### src/swm_pkg.sv
// ----------------------------------------------------------------------------
// swm_pkg: shared types for the sliding window median filter
// Field widths and the controller/datapath command and status groups.
// ----------------------------------------------------------------------------
`default_nettype none

package swm_pkg;

    // fixed field widths
    localparam int SAMPLE_W = 16;
    localparam int CFG_W    = 11;

    // controller -> datapath commands
    typedef struct packed {
        logic clr_run;    // write zero at the clear address, advance it
        logic accept;     // capture a request, read the oldest ring slot
        logic fetch;      // store sample in ring, update fill/pointer, load a tree walk
        logic chain_run;  // run one level of the tree update walk
        logic load_ins;   // load the insertion walk
        logic load_srch;  // start the rank search
        logic srch_rd;    // search: read the candidate node
        logic srch_cmp;   // search: compare and descend
        logic out_load;   // move the median into the output register
    } t_cmd;

    // datapath -> controller status
    typedef struct packed {
        logic cfg_wr;      // window size written this cycle
        logic clr_last;    // clear address at the last tree entry
        logic full;        // window holds all its samples
        logic chain_done;  // tree update walk finished
        logic emit;        // window full after this sample
        logic step_zero;   // search has run all levels
        logic nxt_ok;      // candidate node is inside the tree
        logic out_free;    // output register can take a result
    } t_sts;

endpackage

`default_nettype wire

### src/swm_ctrl.sv
// ----------------------------------------------------------------------------
// swm_ctrl: sequencer of the sliding window median filter
// Walks each request through ring access, tree removal, tree insertion and
// the rank search; runs the clearing pass after reset and window writes.
// ----------------------------------------------------------------------------
`default_nettype none

module swm_ctrl (
    input  wire logic          i_clk,
    input  wire logic          i_rst_n,
    input  wire logic          i_in_valid,
    output logic               o_in_ready,
    input  wire swm_pkg::t_sts i_sts,
    output swm_pkg::t_cmd      o_cmd
);

    import swm_pkg::*;

    typedef enum logic [6:0] {
        S_CLEAR    = 7'b0000001,
        S_IDLE     = 7'b0000010,
        S_FETCH    = 7'b0000100,
        S_REMOVE   = 7'b0001000,
        S_INSERT   = 7'b0010000,
        S_SRCH_RD  = 7'b0100000,
        S_SRCH_CMP = 7'b1000000
    } t_state;

    t_state r_state;
    t_state n_state;
    t_cmd   cmd;

    // state register
    always_ff @(posedge i_clk) begin
        if (!i_rst_n) begin
            r_state <= S_CLEAR;
        end else begin
            r_state <= n_state;
        end
    end

    // next state and commands
    always_comb begin
        n_state    = r_state;
        cmd        = '0;
        o_in_ready = 1'b0;
        case (r_state)
            S_CLEAR: begin
                cmd.clr_run = 1'b1;
                if (i_sts.clr_last) n_state = S_IDLE;
            end
            S_IDLE: begin
                // a window write in the same cycle takes precedence
                o_in_ready = !i_sts.cfg_wr;
                if (i_in_valid && !i_sts.cfg_wr) begin
                    cmd.accept = 1'b1;
                    n_state    = S_FETCH;
                end
            end
            S_FETCH: begin
                cmd.fetch = 1'b1;
                n_state   = i_sts.full ? S_REMOVE : S_INSERT;
            end
            S_REMOVE: begin
                cmd.chain_run = 1'b1;
                if (i_sts.chain_done) begin
                    cmd.load_ins = 1'b1;
                    n_state      = S_INSERT;
                end
            end
            S_INSERT: begin
                cmd.chain_run = 1'b1;
                if (i_sts.chain_done) begin
                    if (i_sts.emit) begin
                        cmd.load_srch = 1'b1;
                        n_state       = S_SRCH_RD;
                    end else begin
                        n_state = S_IDLE;
                    end
                end
            end
            S_SRCH_RD: begin
                if (i_sts.step_zero) begin
                    // wait for room in the output register
                    if (i_sts.out_free) begin
                        cmd.out_load = 1'b1;
                        n_state      = S_IDLE;
                    end
                end else begin
                    cmd.srch_rd = 1'b1;
                    if (i_sts.nxt_ok) n_state = S_SRCH_CMP;
                end
            end
            S_SRCH_CMP: begin
                cmd.srch_cmp = 1'b1;
                n_state      = S_SRCH_RD;
            end
            default: begin
                n_state = S_CLEAR;
            end
        endcase
        // a window write restarts from an empty window
        if (i_sts.cfg_wr) n_state = S_CLEAR;
    end

    assign o_cmd = cmd;

    // requests are taken only when the tree is consistent
    assert property (@(posedge i_clk) disable iff (!i_rst_n)
        (i_in_valid && o_in_ready && !i_sts.cfg_wr) |=> (r_state == S_FETCH))
        else $error("accepted request did not start processing");

    // the clearing pass ends only at the last tree entry
    assert property (@(posedge i_clk) disable iff (!i_rst_n)
        ($past(r_state == S_CLEAR) && (r_state == S_IDLE)) |-> $past(i_sts.clr_last))
        else $error("clearing pass left early");

    // a search result is never produced for a window that is not full
    assert property (@(posedge i_clk) disable iff (!i_rst_n)
        cmd.load_srch |-> i_sts.emit)
        else $error("search started on a partial window");

endmodule

`default_nettype wire

### config.mk
export PLATFORM = sky130hd
export DESIGN_NAME = swm_ctrl
export DESIGN_NICKNAME = d
export VERILOG_FILES = /design/src/swm_pkg.sv /design/src/swm_ctrl.sv
export SDC_FILE = /design/constraint.sdc
export NUM_CORES = 1
export LEC_CHECK = 0
export ABC_AREA = 1
export BUFFER_PORTS_ARGS = -buffer_cell sky130_fd_sc_hd__buf_2
export CAP_MARGIN = 20
export CORE_AREA = 2 2 39 41
export CTS_BUF_LIST = sky130_fd_sc_hd__clkbuf_4 sky130_fd_sc_hd__clkbuf_8
export CTS_CLUSTER_SIZE = 30
export DETAILED_ROUTE_END_ITERATION = 8
export DIE_AREA = 0 0 41 43
export PLACE_DENSITY = 0.71
export SKIP_LAST_GASP = 1
export SYNTH_ARGS = -nofsm -noshare
export SYNTH_HDL_FRONTEND = slang
export SYNTH_SLANG_ARGS = --single-unit
### constraint.sdc
create_clock -name i_clk -period 1.9 [get_ports i_clk]
set_clock_uncertainty 0.2 [all_clocks]
set_input_delay 0.38 -clock i_clk [delete_from_list [all_inputs] [get_ports i_clk]]
set_output_delay 0.38 -clock i_clk [all_outputs]
set_load 0.01 [all_outputs]
==> results of run 1 <==
## what timing repair did
action | in CTS | in global routing
resized for setup | 1 | 28
buffers inserted | 3 | 7
hold buffers | 0 | 0
pin swaps | 2 | 9
setup endpoints to repair | 2 | 8
## power groups by stage
stage | Sequential (mW) | Clock (mW) | Combinational [mW]
after floorplan | 0.157 | 0 | 0.0600
after CTS | 0.154 | 0.155 | 0.0911
after detailed placement | 0.158 | 0 | 0.0871
after global routing | 0.156 | 0.164 | 0.118
final | 0.156 | 0.153 | 0.106
after global placement | 0.157 | 0 | 0.0872
## synth_stat cells
cell,instances
sky130_fd_sc_hd__inv_2,6
sky130_fd_sc_hd__nor2_4,1
sky130_fd_sc_hd__nand2_2,5
sky130_fd_sc_hd__nand4_1,1
sky130_fd_sc_hd__inv_1,18
sky130_fd_sc_hd__nand2_1,19
sky130_fd_sc_hd__dfxtp_1,7
sky130_fd_sc_hd__nand2_4,1
sky130_fd_sc_hd__a21oi_2,1
sky130_fd_sc_hd__o21ai_0,3
sky130_fd_sc_hd__nor3_1,2
sky130_fd_sc_hd__nand3_2,2
sky130_fd_sc_hd__nand3_1,6
sky130_fd_sc_hd__o21ai_4,1
sky130_fd_sc_hd__nor2_2,2
sky130_fd_sc_hd__o211ai_1,2
sky130_fd_sc_hd__nor2_1,20
sky130_fd_sc_hd__nand4_2,1
## placed cells by master, fill, tap and decap left out, types with 3 or more instances in the layout
master | synthesis | layout
sky130_fd_sc_hd__buf_2 | 0 | 18
sky130_fd_sc_hd__nor2_1 | 20 | 17
sky130_fd_sc_hd__nand2_1 | 19 | 16
sky130_fd_sc_hd__inv_1 | 18 | 15
sky130_fd_sc_hd__buf_4 | 0 | 10
sky130_fd_sc_hd__nand2_4 | 1 | 7
sky130_fd_sc_hd__inv_2 | 6 | 6
sky130_fd_sc_hd__dfxtp_2 | 0 | 6
sky130_fd_sc_hd__nor2_2 | 2 | 5
sky130_fd_sc_hd__nand3_1 | 6 | 5
sky130_fd_sc_hd__clkbuf_4 | 0 | 4
sky130_fd_sc_hd__inv_4 | 0 | 3
sky130_fd_sc_hd__nand3_2 | 2 | 3
sky130_fd_sc_hd__o21ai_0 | 3 | 3
## cell families after synthesis
family,synth area share
AO/OA/AOI/OAI,0.0954
buffers and inverters,0.156
flip-flops,0.243
AND/OR/NAND/NOR,0.505
## worst min-delay path: stages
cell	delay [ns]
sky130_fd_sc_hd__buf_2	0.08
sky130_fd_sc_hd__o21ai_0	0.07
sky130_fd_sc_hd__inv_1	0.05
sky130_fd_sc_hd__nor2_1	0.03
## worst paths after layout
kind | startpoint | to | depth (start not counted)
setup / recovery | r_state[4] | o_cmd[7] | 6
hold / removal | i_sts[4] | r_state[3] | 4
setup reg to reg | r_state[4] | r_state[4] | 12
hold reg to reg | r_state[1] | r_state[1] | 4
## metrics by stage
stage	instance area [um^2]	setup WS, ns	hold WS [ns]	setup TNS (ns)	utilization
CTS	752	0.0300	0.214	0	0.543
global route	893	-0.0365	0.243	-0.139	0.646
global placement	697	0.287	0.339	0	0.504
floorplan	577	0.367	0.322	0	-
finish	893	0.0308	0.207	0	0.646
detailed placement	697	0.253	0.339	0	0.504
## layer usage
metal	GRT usage	wire length (um)	up-vias
li1	-	-	370
met1	0.244	694	309
met2	0.313	816	24
met3	0.0314	71	2
met4	0.0400	4	0
met5	0	0	-
## final cells by class
class / instances / area [um^2]
Clock buffer: 4 / 30.0
Multi-Input combinational cell: 67 / 410
Inverter: 24 / 97.6
Tap cell: 16 / 20.0
Fill cell: 131 / 490
Timing Repair Buffer: 30 / 188
Sequential cell: 7 / 148
==> results_dict.tcl, run 1 <==
set metrics [dict create \
    result_of_the_run "complete, no violations" \
    dieHeight_um 43 \
    power.total_mw 0.415 \
    postSynthAreaPerCell_um2 5.89 \
    wl_per_cell_um 10.7 \
    power_density_nw_per_um2 465 \
    cts_made_buffers 3 \
    timing.critical_path.to_type "primary output" \
    pwr-share-seq 0.376 \
    global_route_total_overflow 0 \
    unrepaired_setup_endpoints_after_global_routing "true" \
    clkLatencyLatePin_ns 0.25 \
    finalNonFillerCells 148 \
    detail_route.wirelength_um 1590 \
    hp-class "in2reg" \
    globalplace.congestion 0.825 \
    antenna_violations_before_repair 0 \
    power.static_leakage_nw 0.496 \
    critical_path_arrival_ns 1.29 \
    net-switching-power_mw 0.128 \
    path_clk_slew_ns 0.06 \
    cp_num_buf_inv 2 \
    viasPerCell 4.76 \
    io_pins 21 \
    synth_seq_area_share 0.243 \
    seq_cells_post_synth 7 \
    synthDistinctLibCells 18 \
    crit_chain "inv_4 > nand2_4 > nor2_4 > nand2_4 > nor2_1 > buf_2" \
    switching_part_of_the_total_power 0.307 \
    timing.setup.critical_path_class "reg2out" \
    largest_register_ffs 7 \
    period_share 0.984 \
    synthesized_netlist_cell_count 98 \
    max_slew.worst_pin.slew_ns 0.456 \
    worst-endpoint-required_ns 1.32 \
    count_of_input_and_output_buffers 20 \
    power_frac_comb 0.256 \
    critical_path.slowest_cell "sky130_fd_sc_hd__dfxtp_2" \
    wire_length_of_the_first_global_routing_pass_um 2320 \
    worst-r2r-setup-slack_ns 0.13 \
    cap_violations 0 \
    core_area_um2 1380 \
    report.final.setup_viol 0 \
    initial_core_util 0.417 \
    synth.top_cells.by_area "sky130_fd_sc_hd__dfxtp_1, sky130_fd_sc_hd__nor2_1, sky130_fd_sc_hd__nand2_1" \
    cts.sink_count 7 \
    total_nets_after_synthesis 109 \
    max_transition_margin 0.695 \
    1st_iter_drt_viols 15 \
    top_regs "r_state (7)" \
    grt_start_max_net_pins 7 \
    peakVddDrop_v 0.000253 \
    start_kind "register" \
    synth.largest_area_cell "sky130_fd_sc_hd__dfxtp_1" \
    firstDrtPassIters 6 \
    crit_path_max_fanout 6 \
    via_count 705 \
    cp_delay_by_family_top "simple AND/OR/NAND/NOR gates" \
    die_area_um2 1760 \
    track_usage 0.189 \
    power.clock.fraction 0.368 \
    critical_path.max_stage_delay_ns 0.33 \
    finalWorstPathRequiredPeriod_ns 1.87 \
    critical-path-top-cell-by-count "sky130_fd_sc_hd__nand2_4" \
    floorplan.rows 14 \
    fp.dieW_um 41 \
    hpwl_um 1120 \
    instance_count_after_placement_with_tap_cells_included 134 \
    cell_internal_pwr_mw 0.287 \
    antenna_diode_instance_count 0 \
    flow.area_growth_from_synthesis_pct 54.9 \
    hold_viol 0 \
    number_of_buffers_between_clock_root_and_the_deepest_sink 2 \
    tritoncts "done" \
    drc 0 \
    timing.fmax_mhz 535 \
    first_global_vias 583 \
    final_net_count 144 \
    top_register "r_state" \
    syn-cell-area_um2 577 \
    root_buf_cell "sky130_fd_sc_hd__clkbuf_4" \
    cts.htree.levels 1 \
    report.final.slew_viol_count 0 \
    drive_above_1_share 0.538 \
    drt.antenna.violating_nets 0 \
    synth-warning-count 0 \
    synth.top_cell.area_share 0.243 \
]
Power figures use the tool's default switching activity.
==> run 2: changes to the inputs <==
--- a/config.mk
+++ b/config.mk
@@ -13,7 +13,7 @@
 export CTS_CLUSTER_SIZE = 30
 export DETAILED_ROUTE_END_ITERATION = 8
 export DIE_AREA = 0 0 41 43
-export PLACE_DENSITY = 0.71
+export PLACE_DENSITY = 0.72
 export SKIP_LAST_GASP = 1
 export SYNTH_ARGS = -nofsm -noshare
 export SYNTH_HDL_FRONTEND = slang
==> run 2 against run 1 <==
Compared with the run above:
- flip-flop and latch count stayed put
- sequential share of layout area up 2.1 points
- non-clock buffer count decreased by 7
- largest power group is now clock
- highest routed layer unchanged
==> results_dict.tcl, run 2 (synthesis gave the netlist of run 1 again) <==
set metrics [dict create \
    cts_made_buffers 3 \
    max_slew.worst_pin.slew_ns 0.456 \
    worst-endpoint-required_ns 1.32 \
    dieHeight_um 43 \
    number_of_buffers_between_clock_root_and_the_deepest_sink 2 \
    globalRouteMet1Util 0.225 \
    period_share 0.994 \
    critical_path.max_stage_delay_ns 0.32 \
    unrepaired_setup_endpoints_after_global_routing "true" \
    cts.sink_count 7 \
    largest_register_ffs 7 \
    clkLatencyLatePin_ns 0.26 \
    root_buf_cell "sky130_fd_sc_hd__clkbuf_4" \
    drive_above_1_share 0.400 \
    postCtsHoldBufs 0 \
    cp_delay_by_family_top "simple AND/OR/NAND/NOR gates" \
    report.final.slew_viol_count 0 \
    via_count 680 \
    top_regs "r_state (7)" \
    viasPerCell 4.82 \
    hpwl_um 1140 \
    io_pins 21 \
    crit_chain "inv_2 > nand2_2 > nor2_4 > nand4_2 > inv_2 > buf_2" \
    finalWorstPathRequiredPeriod_ns 1.89 \
    detail_route.wirelength_um 1440 \
    track_usage 0.206 \
    hold_viol 0 \
    peakVddDrop_v 0.000296 \
    cap_violations 0 \
    report.final.setup_viol 0 \
    critical_path_arrival_ns 1.31 \
    grt_start_max_net_pins 7 \
    timing.fmax_mhz 530 \
    timing.critical_path.to_type "primary output" \
    fill_cells 142 \
    power.static_leakage_nw 0.450 \
    firstDrtPassIters 4 \
    max_transition_margin 0.695 \
    cp_num_buf_inv 3 \
    hold_slack_ns 0.211 \
    critical-path-top-cell-by-count "sky130_fd_sc_hd__inv_2" \
    use_met2 0.347 \
    first_global_vias 615 \
    fp.dieW_um 41 \
    power_density_nw_per_um2 534 \
    gr_peak_layer "met2" \
    gr-usage-met3 0.0157 \
    flow.area_growth_from_synthesis_pct 31.9 \
    antenna_violations_before_repair 0 \
    critical_path.slowest_cell "sky130_fd_sc_hd__dfxtp_2" \
    start_kind "register" \
    result_of_the_run "complete, no violations" \
    path_clk_slew_ns 0.06 \
    global_route_total_overflow 0 \
    timing.setup.critical_path_class "reg2out" \
    drt.antenna.violating_nets 0 \
    power.total_mw 0.406 \
    hp-class "in2reg" \
    wl_per_cell_um 10.2 \
    die_area_um2 1760 \
    core_area_um2 1380 \
    floorplan.rows 14 \
    initial_core_util 0.417 \
    globalplace.congestion 0.816 \
    top_register "r_state" \
    commonest_non_fill_non_tap_cells_in_the_layout "sky130_fd_sc_hd__nor2_1, sky130_fd_sc_hd__buf_2, sky130_fd_sc_hd__inv_1" \
    final_net_count 137 \
    cts.htree.levels 1 \
    wire_length_of_the_first_global_routing_pass_um 2410 \
    drc 0 \
    count_of_input_and_output_buffers 20 \
    antenna_diode_instance_count 0 \
    tritoncts "done" \
    crit_path_max_fanout 6 \
    1st_iter_drt_viols 19 \
]
## run 2: cell count changes in the layout (fill, tap and decap cells not counted), sizes merged
cell	change
buf	-7
## run 2: report_power, final
part	total [mW]	switching, mW	internal [mW]
logic	0.0922	0.0587	0.0335
registers	0.155	0.00317	0.152
clock network	0.159	0.0640	0.0950
total	0.406	0.126	0.280
## run 2: layer usage
metal / up-vias / part of all wire
met5: - / 0
met2: 22 / 0.50
met4: 0 / 0.031
li1: 352 / -
met3: 5 / 0.056
met1: 301 / 0.41
## run 2: cell type report
class / count / area [um^2] / share of cell area
Clock buffer: 4 / 30.0 / 0.0395
Inverter: 24 / 90.1 / 0.118
Multi-Input combinational cell: 67 / 357 / 0.469
Sequential cell: 7 / 141 / 0.186
Tap cell: 16 / 20.0 / 0.0263
Timing Repair Buffer: 23 / 123 / 0.161
## run 2: path summary, 6_finish.rpt
| kind | startpoint | end | slack, ns | cells after the start |
|---|---|---|---|---|
| worst max-delay path | r_state[4] | o_cmd[6] | 0.01 | 6 |
| worst min-delay path | i_sts[6] | r_state[0] | 0.21 | 4 |
| worst max register to register | r_state[4] | r_state[1] | 0.22 | 11 |
| worst min register to register | r_state[4] | r_state[4] | 0.38 | 4 |
## run 2: worst reg2reg max path, cell delays in order, from the launching register on
cell	delay, ns
sky130_fd_sc_hd__dfxtp_2	0.32
sky130_fd_sc_hd__inv_2	0.08
sky130_fd_sc_hd__nand2_2	0.07
sky130_fd_sc_hd__nor2_4	0.22
sky130_fd_sc_hd__buf_4	0.15
sky130_fd_sc_hd__nand3_1	0.06
sky130_fd_sc_hd__nand2_1	0.12
sky130_fd_sc_hd__inv_1	0.06
sky130_fd_sc_hd__nand3_2	0.10
sky130_fd_sc_hd__nand2_1	0.07
sky130_fd_sc_hd__nand2_1	0.07
sky130_fd_sc_hd__nor2_1	0.04
## run 2: timing repair
item	4_1_cts	5_1_grt
hold endpoints to repair	0	0
cloned	0	0
buffers inserted	1	2
setup endpoints to repair	1	7
pin swaps	1	3
gates resized for setup	0	4
## run 2: per-stage QoR
step	util	TNS, ns	instance area (um^2)	setup WS, ns	cells
floorplan	-	0	577	0.367	98
global placement	0.504	0	697	0.299	134
detailed placement	0.504	0	697	0.268	134
CTS	0.531	0	734	0.0281	139
global route	0.550	-0.316	761	-0.0691	141
finish	0.550	0	761	0.0120	141
==> run 3: changes to the inputs <==
--- a/config.mk
+++ b/config.mk
@@ -5,7 +5,6 @@
 export SDC_FILE = /design/constraint.sdc
 export NUM_CORES = 1
 export LEC_CHECK = 0
-export ABC_AREA = 1
 export BUFFER_PORTS_ARGS = -buffer_cell sky130_fd_sc_hd__buf_2
 export CAP_MARGIN = 20
 export CORE_AREA = 2 2 39 41
@@ -13,7 +12,7 @@
 export CTS_CLUSTER_SIZE = 30
 export DETAILED_ROUTE_END_ITERATION = 8
 export DIE_AREA = 0 0 41 43
-export PLACE_DENSITY = 0.72
+export PLACE_DENSITY = 0.73
 export SKIP_LAST_GASP = 1
 export SYNTH_ARGS = -nofsm -noshare
 export SYNTH_HDL_FRONTEND = slang
==> run 3 against run 2 <==
Compared with the run above:
- the flow now finishes with violations (setup timing)
- critical path depth is 1 lower
- first-iteration DRC count decreased by 16%
- non-clock buffer count increased by 14
==> results_dict.tcl, run 3 <==
set metrics [dict create \
    result_of_the_run "finished with violations" \
    violations "setup timing" \
    detail_route.wirelength_um 1950 \
    drt.antenna.violating_nets 0 \
    global_route_total_overflow 0 \
    critical_path_arrival_ns 1.50 \
    top_regs "r_state (7)" \
    start_kind "register" \
    max_slew.worst_pin.slew_ns 0.368 \
    synthTopCellsByCount "sky130_fd_sc_hd__nor2_1, sky130_fd_sc_hd__dfxtp_1, sky130_fd_sc_hd__nand2_1, sky130_fd_sc_hd__inv_1, sky130_fd_sc_hd__nor2b_1" \
    via_count 683 \
    dieHeight_um 43 \
    cts_made_buffers 3 \
    firstDrtPassIters 4 \
    synthesized_netlist_cell_count 68 \
    timing.setup.critical_path_class "reg2out" \
    report.final.slew_viol_count 0 \
    largest_register_ffs 7 \
    final_net_count 119 \
    total_nets_after_synthesis 79 \
    hold_viol 0 \
    power.static_leakage_nw 0.453 \
    r2r_start "r_state[5]" \
    tritoncts "done" \
    count_of_input_and_output_buffers 20 \
    synth.most_common_cell "sky130_fd_sc_hd__nor2_1" \
    1st_iter_drt_viols 16 \
    peakVddDrop_v 0.000252 \
    synth_seq_area_share 0.239 \
    timing.critical_path.to_type "primary output" \
    cts.htree.levels 1 \
    synth.top_cell.area_share 0.239 \
    synth.top_cells.by_area "sky130_fd_sc_hd__dfxtp_1, sky130_fd_sc_hd__nor2_1, sky130_fd_sc_hd__nor4b_2" \
    synth-warning-count 0 \
    antenna_violations_before_repair 0 \
    async_set_or_reset_register_ratio_after_synthesis 0 \
    setup_ws_ns -0.181 \
    mostFrequentLayoutCell "sky130_fd_sc_hd__buf_2" \
    globalplace.congestion 0.794 \
    wl_per_cell_um 15.9 \
    synth-edff-count 0 \
    viasPerCell 5.55 \
    clkLatencyLatePin_ns 0.26 \
    instance_count_after_placement_with_tap_cells_included 106 \
    die_area_um2 1760 \
    drive_above_1_share 0.617 \
    hpwl_um 1150 \
    number_of_buffers_between_clock_root_and_the_deepest_sink 2 \
    power.total_mw 0.426 \
    synth.largest_area_cell "sky130_fd_sc_hd__dfxtp_1" \
    track_usage 0.229 \
    commonest_non_fill_non_tap_cells_in_the_layout "sky130_fd_sc_hd__buf_2, sky130_fd_sc_hd__buf_4, sky130_fd_sc_hd__nor2_1" \
    synth_ff_type "sky130_fd_sc_hd__dfxtp_1" \
    syn-cell-area_um2 587 \
    top_register "r_state" \
    synthDistinctLibCells 35 \
    flow.area_growth_from_synthesis_pct 65.0 \
    worst-endpoint-required_ns 1.32 \
    power_density_nw_per_um2 440 \
    root_buf_cell "sky130_fd_sc_hd__clkbuf_4" \
    drc 0 \
    grt_start_max_net_pins 8 \
    report.final.setup_viol 13 \
    postSynthAreaPerCell_um2 8.63 \
    timing.fmax_mhz 481 \
    antenna_diode_instance_count 0 \
    crit_path_max_fanout 4 \
    finalWorstPathRequiredPeriod_ns 2.08 \
    first_global_vias 593 \
    io_pins 21 \
    holdCritStartpoint "i_sts[6]" \
    crit_start "r_state[5]" \
    initial_core_util 0.424 \
    finalNonFillerCells 123 \
    core_area_um2 1380 \
    hp-class "in2reg" \
    path_clk_slew_ns 0.06 \
    finalSetupTns_ns -1.25 \
    wire_length_of_the_first_global_routing_pass_um 2740 \
    fp.dieW_um 41 \
    cts.sink_count 7 \
    period_share 1.10 \
    postCtsHoldBufs 0 \
    max_transition_margin 0.754 \
    worst-r2r-setup-slack_ns -0.13 \
    cap_violations 0 \
    seq_cells_post_synth 7 \
    floorplan.rows 14 \
    unrepaired_setup_endpoints_after_global_routing "true" \
]
## run 3: final cells by class
cell class	instances	area, um^2
well taps	16	20.0
flip-flops and latches	7	156
inverters	4	15.0
multi-input cells	55	493
fillers	100	415
repair buffers	37	254
clock buffers	4	30.0
## run 3: timing repair
action,CTS,global route
buffers inserted,4,10
pin swaps,5,8
gates resized for setup,12,17
setup endpoints to repair,10,13
endpoints found under the hold margin,0,0
## run 3: per-stage QoR
| stage | hold slack (ns) | cell area, um^2 | setup slack, ns | util |
|---|---|---|---|---|
| after CTS | 0.125 | 812 | -0.168 | 0.587 |
| after floorplan | 0.283 | 587 | 0.121 | - |
| after detailed placement | 0.358 | 714 | 0.0550 | 0.516 |
| final | 0.125 | 968 | -0.181 | 0.700 |
| after global routing | 0.125 | 968 | -0.245 | 0.700 |
| after global placement | 0.330 | 714 | 0.0740 | 0.516 |
## run 3: worst max-delay path, cell delays in order (launching register included)
cell and delay (ns):
sky130_fd_sc_hd__dfxtp_4 0.36, sky130_fd_sc_hd__nor4_4 0.30, sky130_fd_sc_hd__buf_4 0.18, sky130_fd_sc_hd__and2_4 0.14, sky130_fd_sc_hd__and3_4 0.17, sky130_fd_sc_hd__buf_6 0.09
## run 3: layer usage
metal	global-route usage	wire, um
met5	0	0
met3	0.0681	159
met4	0.0933	14
met2	0.353	1080
met1	0.285	697
## run 3: final timing paths
check | end | cells after the start
worst min register to register | r_state[4] | 2
worst min-delay path | r_state[0] | 2
worst max-delay path | o_cmd[4] | 5
worst max register to register | r_state[1] | 8
## run 3: cell families (layout without fill, tap and decap cells)
family	count (synthesis)	count (layout)	synth area share
DFF	7	7	0.239
and+or+nand+nor	39	39	0.441
buffers and inverters	6	45	0.0640
xor gates and xnor gates	2	2	0.0299
AOI/OAI and AO/OA	13	13	0.209
muxes	1	1	0.0171
## run 3: report_power, final
part           total, mW  leakage (nW)  internal [mW]  switching, mW
sequential         0.154        0.0602          0.147        0.00653
combinational      0.111         0.374         0.0595         0.0516
clock              0.161        0.0184         0.0951         0.0659
